===== src/rtl/dlf_pkg.sv =====
package dlf_pkg;

  // Request codes carried by an input item
  typedef enum logic [1:0] {
    REQ_ELEM   = 2'd0,
    REQ_WEIGHT = 2'd1,
    REQ_BIAS   = 2'd2
  } req_e;

  // Activation select codes
  typedef enum logic [1:0] {
    ACT_NONE = 2'd0,
    ACT_RELU = 2'd1,
    ACT_SIG  = 2'd2
  } act_e;

  // Configuration register indexes
  typedef enum logic [1:0] {
    CFG_ACT     = 2'd0,
    CFG_IN_CNT  = 2'd1,
    CFG_OUT_CNT = 2'd2
  } cfg_e;

  typedef enum logic [1:0] {
    ST_IDLE,
    ST_WAIT,
    ST_DRAIN
  } state_e;

  localparam int CNT_W = 6;
  localparam int ACC_W = 40;
  localparam int SUM_W = 41;

  localparam logic [1:0] ACT_RESET     = 2'd1;
  localparam logic [CNT_W-1:0] CNT_RESET = 6'd32;

  // Input item
  typedef struct packed {
    logic [1:0]         req_type;
    logic [4:0]         row_index;
    logic [4:0]         col_index;
    logic signed [15:0] in_value;
  } in_item_t;

  // Result item
  typedef struct packed {
    logic [4:0]         out_index;
    logic signed [15:0] out_value;
    logic               out_saturated;
    logic               out_last;
  } out_item_t;

  // Token that walks down the cell chain
  typedef struct packed {
    logic               vld;
    logic               elem;
    logic               wt;
    logic               bias;
    logic               last;
    logic [4:0]         row;
    logic [4:0]         col;
    logic signed [15:0] value;
  } tok_t;

  // Control broadcast to every cell
  typedef struct packed {
    logic             load;
    logic             shift;
    logic [CNT_W-1:0] nout;
  } cell_ctl_t;

  // Sigmoid table: entry i = round(256*sigmoid((i-128)/16))
  localparam logic [31:0] EXP_STEP_Q32 = 32'd4034748382;
  localparam logic [32:0] ONE_Q32      = 33'h1_0000_0000;

  typedef logic [255:0][8:0] sig_lut_t;

  function automatic sig_lut_t sig_build();
    logic [32:0] e [129];
    logic [95:0] p;
    logic [32:0] ev;
    logic [32:0] num;
    logic [33:0] den;
    logic [47:0] n;
    logic [47:0] dd;
    logic [8:0]  q;
    sig_lut_t    t;
    int          k;
    int          d;
    int          b;
    e[0] = ONE_Q32;
    // exp(-k/16) in Q32, each step rounded to nearest
    for (k = 1; k <= 128; k++) begin
      p    = 96'(e[k-1]) * 96'(EXP_STEP_Q32) + 96'h8000_0000;
      e[k] = p[64:32];
    end
    for (k = 0; k < 256; k++) begin
      d   = k - 128;
      ev  = e[(d < 0) ? -d : d];
      den = 34'(ONE_Q32) + 34'(ev);
      num = (d < 0) ? ev : ONE_Q32;
      n   = (48'(num) << 9) + 48'(den);
      dd  = 48'(den) << 1;
      q   = '0;
      // restoring long division, quotient fits in 9 bits
      for (b = 8; b >= 0; b--) begin
        if (n >= (dd << b)) begin
          n    = n - (dd << b);
          q[b] = 1'b1;
        end
      end
      t[k] = q;
    end
    return t;
  endfunction

  localparam sig_lut_t SIG_LUT = sig_build();

endpackage


===== src/rtl/dlf_act.sv =====
module dlf_act (
  input  logic [dlf_pkg::SUM_W-1:0] sum_i,
  input  logic [1:0]                act_mode_i,
  output logic signed [15:0]        value_o,
  output logic                      sat_o
);

  logic [32:0]        z;
  logic               sat_hi;
  logic               sat_lo;
  logic signed [15:0] z16;
  logic               clip_lo;
  logic               clip_hi;
  logic [7:0]         idx;

  // Floor divide by 256 and saturate to 16 bits
  assign z      = sum_i[dlf_pkg::SUM_W-1:8];
  assign sat_hi = !z[32] && (|z[31:15]);
  assign sat_lo = z[32] && !(&z[31:15]);
  assign sat_o  = sat_hi || sat_lo;

  always_comb begin
    if (sat_hi) begin
      z16 = 16'sh7fff;
    end else if (sat_lo) begin
      z16 = 16'sh8000;
    end else begin
      z16 = z[15:0];
    end
  end

  // Clamp to plus or minus 8.0 and index the sigmoid table
  assign clip_lo = z16[15] && !(&z16[14:11]);
  assign clip_hi = !z16[15] && (|z16[14:11]);

  always_comb begin
    if (clip_lo) begin
      idx = 8'd0;
    end else if (clip_hi) begin
      idx = 8'd255;
    end else begin
      idx = {~z16[11], z16[10:4]};
    end
  end

  always_comb begin
    case (act_mode_i)
      dlf_pkg::ACT_RELU: value_o = z16[15] ? 16'sd0 : z16;
      dlf_pkg::ACT_SIG:  value_o = 16'(dlf_pkg::SIG_LUT[idx]);
      default:           value_o = z16;
    endcase
  end

endmodule


===== config.mk =====
export PLATFORM = sky130hd
export DESIGN_NAME = dlf_act
export DESIGN_NICKNAME = d
export VERILOG_FILES = /design/src/rtl/dlf_pkg.sv /design/src/rtl/dlf_act.sv
export SDC_FILE = /design/constraint.sdc
export NUM_CORES = 1
export LEC_CHECK = 0
export ABC_CLOCK_PERIOD_IN_PS = 4070
export BUFFER_PORTS_ARGS = -buffer_cell sky130_fd_sc_hd__clkbuf_2
export CAP_MARGIN = 20
export CORE_MARGIN = 2
export CORE_UTILIZATION = 35
export DETAILED_ROUTE_END_ITERATION = 8
export SLEW_MARGIN = 20
export SYNTH_ARGS = -nofsm -noshare
export SYNTH_HDL_FRONTEND = slang
export SYNTH_SLANG_ARGS = --single-unit

===== constraint.sdc =====
create_clock -name vclk -period 4.07
set_clock_uncertainty 0.05 [all_clocks]
set_input_delay 0.2035 -clock vclk [all_inputs]
set_output_delay 0.2035 -clock vclk [all_outputs]
set_load 0.05 [all_outputs]

Yosys cells after proc, flatten, opt, wreduce, memory -nomap -nowiden
Memory sizes are Yosys's and may differ from the RTL's.
Cells that the tools add are included.
W data, S select, Z words.
{ "op_classes": {"n_div": 0, "n_shift": 0, "n_eq_ne": 2, "n_bitwise": 1, "muxes": 7, "magnitude_cmp": 1, "n_mul": 0, "addsub": 0, "reduce_logical": 13} }
{ "op_table": {"columns": ["cell", "n"], "rows": [
  ["$mux W16", 2],
  ["$pmux W16 S2", 1],
  ["$reduce_and A17 Y1", 1],
  ["$reduce_or A17 Y1", 1],
  ["$mux W8", 2],
  ["$mux W15", 1],
  ["$lt A8 B9 Y1 const B", 1],
  ["$mux W9", 1],
  ["$logic_and A1 B1 Y1", 4],
  ["$logic_not A1 Y1", 4],
  ["$reduce_and A4 Y1", 1],
  ["$reduce_or A4 Y1", 1],
  ["$eq A2 B1 Y1 const B", 1],
  ["$eq A2 B2 Y1 const B", 1],
  ["$logic_or A1 B1 Y1", 1],
  ["$not A1 Y1", 1]
]} }
{ "totals": {"mem_bits_rw": 0, "latchBits": 0, "in_bits": 43, "word_cells": 25, "memories": 1, "reg_bits": 0, "mem_bits_ro": 2304} }
{ "mem_list": {"columns": ["memory", "words", "width", "read_ports", "rd_clocked_by_memory_dff", "wr", "line_no", "text"], "rows": [
  ["(name not given)", 256, 9, 1, 0, 0, "dlf_act.sv:49", "dlf_pkg::ACT_SIG: value_o = 16'(dlf_pkg::SIG_LUT[idx]);"]
]} }

Logic depth before layout (Yosys ltp)
{ "logic_depth": {"ltp_word": 12, "mapped_depth": 16, "depth_no_buf": 14} }

Worst setup path before layout
OpenSTA, ideal clock, no wires.
{ "synth_timing": {"kind": "input to output", "start": "input port sum_i[37] in the netlist's numbering", "end": "output port value_o[2]", "cell_stages": 13, "path_slack_ps": 102, "required_ps": 3817, "arrival_time_ps": 3715, "n_path_buf": 3, "path_cell_list": "nor4_2 -> and2_1 -> buf_2 -> a31oi_4 -> buf_2 -> o21ai_0 -> ha_1 -> clkbuf_1 -> nand2_1 -> o211ai_1 -> a311oi_1 -> nor4bb_1 -> o311ai_1"} }
{ "synth_via": {"elab_chain_cells": 12} }
{ "synth_lines": {"columns": ["element", "line_no", "text"], "rows": [
  ["start, declared", "dlf_act.sv:2", "input logic [dlf_pkg::SUM_W-1:0] sum_i,"],
  ["$reduce_and A17 Y1", "dlf_act.sv:19", "assign sat_lo = z[32] && !(&z[31:15]);"],
  ["$logic_not A1 Y1", "dlf_act.sv:19", null],
  ["$logic_and A1 B1 Y1", "dlf_act.sv:19", null],
  ["$mux W16", "dlf_act.sv:25", "end else if (sat_lo) begin"],
  ["$mux W16 *", "dlf_act.sv:23", "if (sat_hi) begin"],
  ["$reduce_or A4 Y1 (tied with other cells)", "dlf_act.sv:34", "assign clip_hi = !z16[15] && (|z16[14:11]);"],
  ["$logic_and A1 B1 Y1 / $logic_not A1 Y1 (equally long branches)", "dlf_act.sv:34, dlf_act.sv:33", null],
  ["$mux W8 / $logic_and A1 B1 Y1 (equally long branches)", "dlf_act.sv:39, dlf_act.sv:33", null],
  ["$mux W8", "dlf_act.sv:37", "if (clip_lo) begin"],
  ["$mem_v2 Z256 W9", null, null],
  ["$mux W9 (not written as such)", "dlf_act.sv:49", null],
  ["$pmux W16 S2 *", "dlf_act.sv:47", "case (act_mode_i)"],
  ["end, declared", "dlf_act.sv:4", "output logic signed [15:0] value_o,"]
]} }
Mark *: on every way between the ends. The rest lies on a longest branch, timed or not. The select of a mux whose other input is x is not followed.

Final worst setup path
{ "layout_timing": {"start": "input port sum_i[37] in the netlist's numbering", "end": "output port value_o[0]"} }
Same word-level chain as after synthesis.

==> metrics <==
Worst EP required=about 3.8 ns; Fin. Hold Viols=0; vias per inst=6.87; Cell Area, Synth=2250 µm²; Yosys top cell area share=0.0944; start point of the worst min-delay path=sum_i[19]; critical path type=in2out; run status=completed; startpoint types=input pin; # hold bufs at CTS=0; routed len/inst=20.5 µm; Cells after Synth=347; initial antenna violation count=0; largest net degree at the start of global routing=24; Worst Path Arrival=3.43 ns; largest area contributor in the netlist=ha_1; post-CTS setup buffers=0; power density over the cells=135 nW/µm²; Syn Area/Cell=6.49 µm²; Final Non-Filler Cells=471; gpl congestion=0.984; seq_cells=0; proportion of layout cells with a drive suffix above 1=0.264; Period Utilization, post-route=0.906; IO Pins=60; Seq/Total Area, Yosys=0; Syn-to-layout area delta=17.9%; Worst path slowest cell=o21ai_1; routed vias=3236; Antenna Cells=0; CP Buf/Inv Count=3; Initial Util=0.359; Post-DP Area=~2700 µm²; Critical Path Start=sum_i[37]; Worst Tran Pin Value=0.736 ns; HPWL after DPL=just over 7000 µm; core area=6280 µm²; Crit path max-delay family=compound AO/OA/AOI/OAI gates; # clk buffers=0; Routed Wire Length=9640 µm; most frequent cell after synthesis=nor2_1; Post-Route Setup TNS=0 ns; Row Count=29; final core utilization=0.423; worst hold path class=in2out; Crit Path Max Fanout=5; nets@finish=between 400 and 500; VDD IR max=0.0000720 V; CTS resizes=0; Die Y=84.2 µm; Final Cell Area=2660 µm²; total die area=7100 µm²; total grt overflow=0; Crit path largest cell delay=0.50 ns; max cap viols=0; CP endpoint kind=primary output; 1st-pass router iterations=5; GRT Total Usage=0.262; RSZ-0062 raised after global routing=no; Detail Route Antenna Nets=0; Rel. slew slack=0.509; Leakage=1.05 nW; die width=84.2 µm; synth warn=0; critical path cell sequence=clkbuf_2, nor4_2, and2_1, a31oi_4, o21ai_1, inv_1, ha_1, nand2_1, o41ai_1, nor3_1, o32a_1, o211ai_1, a31oi_1, o41ai_2, clkbuf_2; DRC viols=0; fin crit period=3.69 ns; Fill cells=679; vias in the first global route=2977; # setup viols final=0; f_max=between 200 and 300 MHz; Most common cell on crit path=clkbuf_2; synth top area cells=ha_1, a21oi_1, o21ai_0, nor2_1, nand3_1; Post-Syn Nets=407; Reg area=0 µm²; Post-Place Cells=471; Final Max Tran Viols=0; Post-synth top cells=nor2_1, a21oi_1, o21ai_0; DRT iter0 DRCs=between 500 and 600; Synth cell types=72; first-pass GRT wire length=15500 µm; # port buffers=52
==> routing by layer <==
layer | GRT usage | vias up | routed length [µm]
met5 | 0 | - | 0
met4 | 0.120 | 0 | 544
met3 | 0.0324 | 49 | 1200
met2 | 0.395 | 270 | 4100
met1 | 0.369 | 1462 | 3790
li1 | - | 1455 | -
==> cell type report <==
| type | instances | area (µm²) | share of cell area |
|---|---|---|---|
| multi-input combinational | 302 | 2060 | 0.774 |
| tap | 77 | 96.3 | 0.0363 |
| timing repair buffer | 77 | 448 | 0.169 |
| inverter | 15 | 56.3 | 0.0212 |
==> path summary, 6_finish.rpt <==
check / to / slack, ns / cells past startpoint
worst max-delay path: value_o[0] / 0.38 / 15
worst min-delay path: value_o[11] / 0.83 / 4
==> logic make-up (layout without fill, tap and decap cells) <==
group                    after synthesis  count (layout)  synth area share
AO/OA/AOI/OAI                        148             148             0.475
AND/OR/NAND/NOR                      134             134             0.330
buffers and inverters                 45              92            0.0872
adder cells (fa/ha/maj)               17              17            0.0944
multiplexers                           3               3            0.0139
==> metrics by stage <==
stage | setup slack (ns) | total power, mW | hold slack (ns)
after floorplan | 0.102 | 0.236 | 0.632
after global placement | 0.187 | 0.348 | 0.835
after detailed placement | 0.210 | 0.347 | 0.836
after CTS | 0.180 | 0.349 | 0.839
after global routing | 0.195 | 0.381 | 0.860
final | 0.383 | 0.358 | 0.833
==> cells in the final DEF, fill, tap and decap left out, types with 4 or more instances in the layout <==
cell type   n
clkbuf_2   52
nor2b_1     5
nand3_1    18
o21a_1      4
nor3_1     10
inv_1      14
ha_1       17
buf_4      25
o21ai_1     4
nor4_2      4
o22ai_1     4
a21oi_1    28
nor2_1     36
nand4_1     9
a22oi_1     4
nand2_1    23
a211oi_1    7
o311ai_0    4
and3_1      4
o41ai_1     5
a31oi_1    12
o21ai_0    27
==> power breakdown <==
group          total, mW  internal [mW]  switching, mW
sequential             0              0              0
combinational      0.358          0.114          0.245
clock                  0              0              0
No activity file was read; power rests on OpenSTA's default activity.
