`config.mk`:
```
export PLATFORM = sky130hd
export DESIGN_NAME = dlf_cell
export DESIGN_NICKNAME = d
export VERILOG_FILES = /design/src/rtl/dlf_pkg.sv /design/src/rtl/dlf_cell.sv
export SDC_FILE = /design/constraint.sdc
export NUM_CORES = 2
export LEC_CHECK = 0
export ABC_AREA = 1
export BUFFER_PORTS_ARGS = -buffer_cell sky130_fd_sc_hd__buf_2
export CAP_MARGIN = 40
export CORE_MARGIN = 5
export CORE_UTILIZATION = 40
export DETAILED_ROUTE_END_ITERATION = 7
export PLACE_DENSITY_LB_ADDON = 0.15
export SLEW_MARGIN = 20
export SYNTH_ARGS = -nofsm -noshare
export SYNTH_HDL_FRONTEND = slang
export SYNTH_SLANG_ARGS = --single-unit
```
`constraint.sdc`:
```
create_clock -name clk_i -period 9.2 [get_ports clk_i]
set_clock_uncertainty 0.1 [all_clocks]
set_input_delay 0.92 -clock clk_i [delete_from_list [all_inputs] [get_ports clk_i]]
set_output_delay 0.92 -clock clk_i [all_outputs]
set_load 0.05 [all_outputs]
```
`src/rtl/dlf_pkg.sv`:
```
package dlf_pkg;

  // Request codes carried by an input item
  typedef enum logic [1:0] {
    REQ_ELEM   = 2'd0,
    REQ_WEIGHT = 2'd1,
    REQ_BIAS   = 2'd2
  } req_e;

  // Activation select codes
  typedef enum logic [1:0] {
    ACT_NONE = 2'd0,
    ACT_RELU = 2'd1,
    ACT_SIG  = 2'd2
  } act_e;

  // Configuration register indexes
  typedef enum logic [1:0] {
    CFG_ACT     = 2'd0,
    CFG_IN_CNT  = 2'd1,
    CFG_OUT_CNT = 2'd2
  } cfg_e;

  typedef enum logic [1:0] {
    ST_IDLE,
    ST_WAIT,
    ST_DRAIN
  } state_e;

  localparam int CNT_W = 6;
  localparam int ACC_W = 40;
  localparam int SUM_W = 41;

  localparam logic [1:0] ACT_RESET     = 2'd1;
  localparam logic [CNT_W-1:0] CNT_RESET = 6'd32;

  // Input item
  typedef struct packed {
    logic [1:0]         req_type;
    logic [4:0]         row_index;
    logic [4:0]         col_index;
    logic signed [15:0] in_value;
  } in_item_t;

  // Result item
  typedef struct packed {
    logic [4:0]         out_index;
    logic signed [15:0] out_value;
    logic               out_saturated;
    logic               out_last;
  } out_item_t;

  // Token that walks down the cell chain
  typedef struct packed {
    logic               vld;
    logic               elem;
    logic               wt;
    logic               bias;
    logic               last;
    logic [4:0]         row;
    logic [4:0]         col;
    logic signed [15:0] value;
  } tok_t;

  // Control broadcast to every cell
  typedef struct packed {
    logic             load;
    logic             shift;
    logic [CNT_W-1:0] nout;
  } cell_ctl_t;

  // Sigmoid table: entry i = round(256*sigmoid((i-128)/16))
  localparam logic [31:0] EXP_STEP_Q32 = 32'd4034748382;
  localparam logic [32:0] ONE_Q32      = 33'h1_0000_0000;

  typedef logic [255:0][8:0] sig_lut_t;

  function automatic sig_lut_t sig_build();
    logic [32:0] e [129];
    logic [95:0] p;
    logic [32:0] ev;
    logic [32:0] num;
    logic [33:0] den;
    logic [47:0] n;
    logic [47:0] dd;
    logic [8:0]  q;
    sig_lut_t    t;
    int          k;
    int          d;
    int          b;
    e[0] = ONE_Q32;
    // exp(-k/16) in Q32, each step rounded to nearest
    for (k = 1; k <= 128; k++) begin
      p    = 96'(e[k-1]) * 96'(EXP_STEP_Q32) + 96'h8000_0000;
      e[k] = p[64:32];
    end
    for (k = 0; k < 256; k++) begin
      d   = k - 128;
      ev  = e[(d < 0) ? -d : d];
      den = 34'(ONE_Q32) + 34'(ev);
      num = (d < 0) ? ev : ONE_Q32;
      n   = (48'(num) << 9) + 48'(den);
      dd  = 48'(den) << 1;
      q   = '0;
      // restoring long division, quotient fits in 9 bits
      for (b = 8; b >= 0; b--) begin
        if (n >= (dd << b)) begin
          n    = n - (dd << b);
          q[b] = 1'b1;
        end
      end
      t[k] = q;
    end
    return t;
  endfunction

  localparam sig_lut_t SIG_LUT = sig_build();

endpackage

```
`src/rtl/dlf_cell.sv`:
```
module dlf_cell #(
  parameter int ROW    = 0,
  parameter int IN_MAX = 32
) (
  input  logic                        clk_i,
  input  logic                        rst_ni,
  input  dlf_pkg::tok_t               tk_i,
  output dlf_pkg::tok_t               tk_o,
  input  dlf_pkg::cell_ctl_t          ctl_i,
  input  logic [dlf_pkg::SUM_W-1:0]   sh_i,
  output logic [dlf_pkg::SUM_W-1:0]   sh_o
);

  localparam int IW = (IN_MAX > 1) ? $clog2(IN_MAX) : 1;
  localparam int CW = IW + 5;

  logic [15:0]              wmem_q [IN_MAX];
  logic signed [15:0]       rd_q;
  logic signed [15:0]       bias_q;
  dlf_pkg::tok_t            a_q;
  logic signed [31:0]       prod_q;
  logic                     pv_q;
  logic [dlf_pkg::ACC_W-1:0] acc_q;
  logic [dlf_pkg::SUM_W-1:0] sh_q;
  logic [dlf_pkg::SUM_W-1:0] sum;
  logic [CW-1:0]            col_ext;
  logic [IW-1:0]            addr;
  logic                     hit_row;
  logic                     col_ok;
  logic                     row_en;

  assign col_ext = CW'(tk_i.col);
  assign addr    = col_ext[IW-1:0];
  assign col_ok  = col_ext < CW'(IN_MAX);
  assign hit_row = {1'b0, tk_i.row} == dlf_pkg::CNT_W'(ROW);
  assign row_en  = dlf_pkg::CNT_W'(ROW) < ctl_i.nout;

  // Weight column of this row: write on weight token, read on element token
  always_ff @(posedge clk_i) begin
    if (tk_i.vld && tk_i.wt && hit_row && col_ok) begin
      wmem_q[addr] <= tk_i.value;
    end
    if (tk_i.vld && tk_i.elem) begin
      rd_q <= wmem_q[addr];
    end
    if (tk_i.vld && tk_i.bias && hit_row) begin
      bias_q <= tk_i.value;
    end
  end

  // Register the token, then hand it to the next cell
  always_ff @(posedge clk_i or negedge rst_ni) begin
    if (!rst_ni) begin
      a_q  <= '0;
      pv_q <= 1'b0;
    end else begin
      a_q  <= tk_i;
      pv_q <= a_q.vld && a_q.elem && row_en;
    end
  end

  assign tk_o = a_q;

  // Multiply weight by element
  always_ff @(posedge clk_i) begin
    if (a_q.vld && a_q.elem) begin
      prod_q <= rd_q * a_q.value;
    end
  end

  // Accumulate; clear on load
  always_ff @(posedge clk_i or negedge rst_ni) begin
    if (!rst_ni) begin
      acc_q <= '0;
    end else if (ctl_i.load) begin
      acc_q <= '0;
    end else if (pv_q) begin
      acc_q <= acc_q + {{8{prod_q[31]}}, prod_q};
    end
  end

  assign sum = {acc_q[dlf_pkg::ACC_W-1], acc_q} + {{17{bias_q[15]}}, bias_q, 8'b0};

  // Result shift line toward cell zero
  always_ff @(posedge clk_i) begin
    if (ctl_i.load) begin
      sh_q <= sum;
    end else if (ctl_i.shift) begin
      sh_q <= sh_i;
    end
  end

  assign sh_o = sh_q;

endmodule

```
**Word-level counts from Yosys, hierarchy flattened**

Memory sizes are Yosys's and may differ from the RTL's. A register that Yosys moved wholly into a read port is not among the register bits.
Index checks and enable logic that the tools add are counted.

- Register bits: 161
- Bits in latches: 0
- Memory bits (writable): 512
- Memory bits (read-only): 0
- Bits of input ports: 82
- Output and inout port bits: 72
- Memories kept: 1

Memory list:

| name | words | bits a word | read ports | clocked after Yosys merged registers in | wr ports | RTL line | source |
|---|---|---|---|---|---|---|---|
| wmem_q | 32 | 16 | 1 | 1 | 1 | dlf_cell.sv:17 | `logic [15:0] wmem_q [IN_MAX];` |

- Add/sub/neg operators: 2
- $mul: 1
- Divide/modulo/power cells: 0
- Magnitude comparators: 2
- Equal/unequal tests: 0
- Shift-type cells: 0
- Multiplexer cells: 6
- Bitwise gates (word level): 0
- Reduce and logical (&&, ||, !) cells: 11

Operators by type and width:

| cell | count |
|---|---|
| $mux 41 | 2 |
| $mux 40 | 2 |
| $add 40x24->41 | 1 |
| $add 40x40->40 | 1 |
| $mul 16x16->32 | 1 |
| $logic_and 1x1->1 | 8 |
| $lt 1x6->1 const A | 1 |
| $lt 5x6->1 const B | 1 |
| $logic_not 5->1 | 1 |
| $reduce_bool 2->1 | 2 |
| $mux 1 | 2 |

**Longest topological paths before layout**

- Depth after elaboration: 5
- Mapped depth: 26
- Depth with buffers taken out: 24

**Worst setup path before layout**

No wires, ideal clock.

- Path type: register to register
- Start: register a_q (netlist bit tk_o[2])
- End: register prod_q[26] (data pin)
- Arrival: 5783 ps
- Data required time: 8847 ps
- Slack: 3064 ps
- Stages on the path, launching flop included: 22
- Cells stage by stage: dfrtp_1 clkbuf_1 clkbuf_1 nand2_1 inv_1 fa_1 fa_1 inv_1 fa_1 fa_1 inv_1 fa_1 inv_1 fa_1 inv_1 ha_1 a21o_1 a21oi_1 a21boi_0 nand3_1 nand2_1 nand2_1

- Cells in the longest elaborated chain, start to end: 1

Ends and longest elaborated chain:

| what | RTL line | source |
|---|---|---|
| from (decl) | dlf_cell.sv:20 | `dlf_pkg::tok_t a_q;` |
| from (signal assigned) | dlf_cell.sv:57 | `a_q <= tk_i;` |
| $mul 16x16->32 | dlf_cell.sv:67 | `prod_q <= rd_q * a_q.value;` |
| to (signal assigned) | dlf_cell.sv:67 |  |
| to (decl) | dlf_cell.sv:21 | `logic signed [31:0] prod_q;` |

Every way passes these cells.
A chain may end at the register's enable or synchronous reset.

**Final worst setup path**

- Start: register a_q (netlist bit tk_o[1])
- End: register prod_q[27] (data pin)

The elaborated chain is that of the path after synthesis.

==> impl_metrics.csv <==
group,metric,value,unit
floorplanning,die_h,329,um
synth,synth_area_per_cell,10.2,um2
critical_path,reg2reg_depth,19,
finish,seqCellArea,20300,um2
detailed_routing,via_per_inst,5.11,
global_routing,grt.total_usage,21.8,%
clocking,clk_latency,0.64,ns
critical_path,criticalPathCategory,"flip-flop to flip-flop",
synth,synth_edf_count,617,
synth,synthArstFlopShare,10.4,%
outcome,status,"finished clean",
global_routing,first_global_vias,28100,
synth,synth_ff_type,"edfxtp_1",
detailed_routing,drt_pass1_iterations,6,
power,vdd_drop_max,322,uV
clocking,post_cts_buffers,0,
timing,period_minus_slack,6.38,ns
power,p_per_area,333,nW/um2
timing,tightest_slew,0.848,ns
detailed_routing,wl_per_cell,21.4,um
synth,syn_area,40700,um2
floorplanning,die_w,329,um
global_routing,grt_overflow,0,
critical_path,critPathLaunchType,"flip-flop",
finish,multiInputGateArea,17100,um2
finish,nNetsFinal,4632,
clocking,cts_hold_buf,0,
global_routing,grt_pass1_wl,179,mm
synth,synth.most_common_cell,"nand2_1",
critical_path,r2r_start,"tk_o[1]",
finish,antennaDiodeCount,0,
finish,drive_gt1_share,8.56,%
clocking,cts.clk_slew.worst_paths,0.06,ns
clocking,cts_resized,0,
critical_path,rrSetupSlack,2.82,ns
synth,yosys-top-cells-count,"nand2_1, inv_1, edfxtp_1",
floorplanning,start_util,40.1,%
synth,ys_seq_area_share,49.9,%
clocking,htree_num_levels,3,
synth,synth_cell_types,42,
floorplanning,die_area,108000,um2
synth,synth_cells,3980,
clocking,clk_path_buf_depth,3,
clocking,cts_root_buffer,"clkbuf_16",
timing,rsz0062_at_grt,"no",
detailed_routing,wirelength,119,mm
critical_path,cp-end-kind,"flip-flop",
power,p_leak,20.1,nW
clocking,clock-sinks,689,
synth,yosysTopAreaCellShare,45.5,%
clocking,cts_buffers,76,
timing,setup_viol_count_final,0,
placement,place_congestion,0.927,
floorplanning,ios,154,
critical_path,crit_arrival,6.65,ns
critical_path,crit-reg2reg-capture,"prod_q[27]",
placement,dp_slack,2.82,ns
timing,setup_tns,0,ns
min_path,hold_class,"primary input to async pin",
timing,relSlewSlack,43.5,%
detailed_routing,vias,28400,
synth,synth_top_cell_by_area,"edfxtp_1",
placement,dp_hpwl,84.6,mm
finish,nFillCells,9705,
floorplanning,core,101000,um2
timing,finalHoldViolCount,0,
timing,fmax,157,MHz
detailed_routing,antenna_left,0,
timing,final_max_slew_viol_count,0,
detailed_routing,drc,0,
timing,fin_crit_sh,69.3,%
global_routing,antenna_found_initial,1,
clocking,cts_tree,"built",
timing,layout_setup_ws,2.82,ns
synth,ys_ff_latch,689,
critical_path,cp.required,9.47,ns
finish,areaGrowthSynthToFinish,12.3,%
global_routing,grt_max_degree,108,
critical_path,worst-path-max-fanout,17,
synth,synth_warnings,0,
synth,syn-num-nets,4479,
synth,synth_area_leaders,"edfxtp_1, fa_1, nand2_1",
detailed_routing,drt_iter0_drc,1971,
placement,place.port_buffers,153,
job,maxCapViolCount,0,
floorplanning,rows,117,
-- stage by stage --
stage | std cells | cell area (um2) | utilization (%) | power, W | hold WS [ns]
final | 5562 | 45700 | 45.1 | 0.0152 | 0.217
after global routing | 5562 | 45700 | 45.1 | 0.0165 | 0.242
after CTS | 5550 | 45500 | 44.9 | 0.0153 | 0.211
after detailed placement | 5411 | 43000 | 42.3 | 0.0121 | 0.434
after global placement | 5408 | 42900 | 42.3 | 0.0121 | 0.433
after floorplan | 3980 | 40700 | - | 0.00980 | 0.379
-- logic make-up (layout without fill, tap and decap cells) --
kind of cell,after synthesis,count (layout),synth area share [%]
compound gates,578,578,8.85
xor+xnor,57,57,1.23
simple gates,1411,1411,14.2
buf+inv,828,1042,8.10
fa+ha+maj,417,417,17.7
flops,689,689,49.9
-- cell type report --
class | instances | share of cell area [%]
sequential | 689 | 44.5
multi-input combinational | 2463 | 37.4
inverter | 686 | 5.64
clock buffer | 104 | 4.71
tap | 1368 | 3.74
timing repair buffer | 217 | 3.11
clock inverter | 35 | 0.892
-- power by group --
part / internal, W / switching, W / total, W
clock: 0.00182 / 0.00127 / 0.00309
combinational: 0.00279 / 0.00523 / 0.00802
sequential: 0.00387 / 0.000231 / 0.00411
-- worst max-delay path, cell delays in order, from the launching register on --
cell     delay (ns)
dfrtp_1        0.83
nand2_1        0.18
inv_1          0.17
fa_1           0.56
fa_1           0.84
fa_1           0.53
fa_1           0.50
fa_1           0.49
inv_1          0.05
fa_1           0.47
inv_1          0.04
ha_1           0.36
nand2_1        0.13
nor2_1         0.12
inv_1          0.08
nor3_1         0.23
and3_1         0.20
nand2_1        0.05
nand3_1        0.09
xor2_1         0.07
-- how the worst max path moves through the flow --
stage,start,end,slack [ns],cells after the start
2_1_floorplan,tk_o[2],prod_q[26],3.06,21
3_5_place_dp,tk_o[1],prod_q[27],2.82,19
6_report,tk_o[1],prod_q[27],2.82,19
5_1_grt,tk_o[4],prod_q[31],2.40,22
4_1_cts,tk_o[1],prod_q[27],2.80,19
3_3_place_gp,tk_o[1],prod_q[26],2.89,19
-- per-layer routing --
layer | global-route usage (%) | share of wire [%] | wire, um | vias up
met5 | 0 | 0 | 0 | -
met4 | 5.15 | 2.4 | 2900 | 0
met3 | 3.36 | 6.0 | 7190 | 145
met2 | 34.8 | 46 | 54600 | 841
met1 | 31.6 | 46 | 54500 | 14000
li1 | - | - | - | 13400
-- registers in the layout, summed over array words and instances, names as in the netlist --
name / count
pv_q: 1
sh_o: 41
acc_q: 40
rd_q: 16
bias_q: 16
tk_o: 31
prod_q: 32
wmem_q: 512
-- layout by cell type (no fill, tap or decap), drive strengths merged, types with 6 or more instances in the layout --
| cell type | instances |
|---|---|
| xor2 | 24 |
| a21o | 10 |
| clkinv | 27 |
| o21bai | 6 |
| nand4 | 27 |
| xnor2 | 33 |
| ha | 153 |
| bufinv | 6 |
| clkbuf | 104 |
| buf | 217 |
| nor3 | 54 |
| o21ai | 76 |
| nand2 | 934 |
| a21oi | 214 |
| fa | 264 |
| a22oi | 256 |
| inv | 687 |
| edfxtp | 617 |
| nor2 | 203 |
| nand3 | 118 |
| dfrtp | 72 |
| o22ai | 7 |
| nand3b | 17 |
| or2 | 44 |
(Power assumes the default switching activity.)
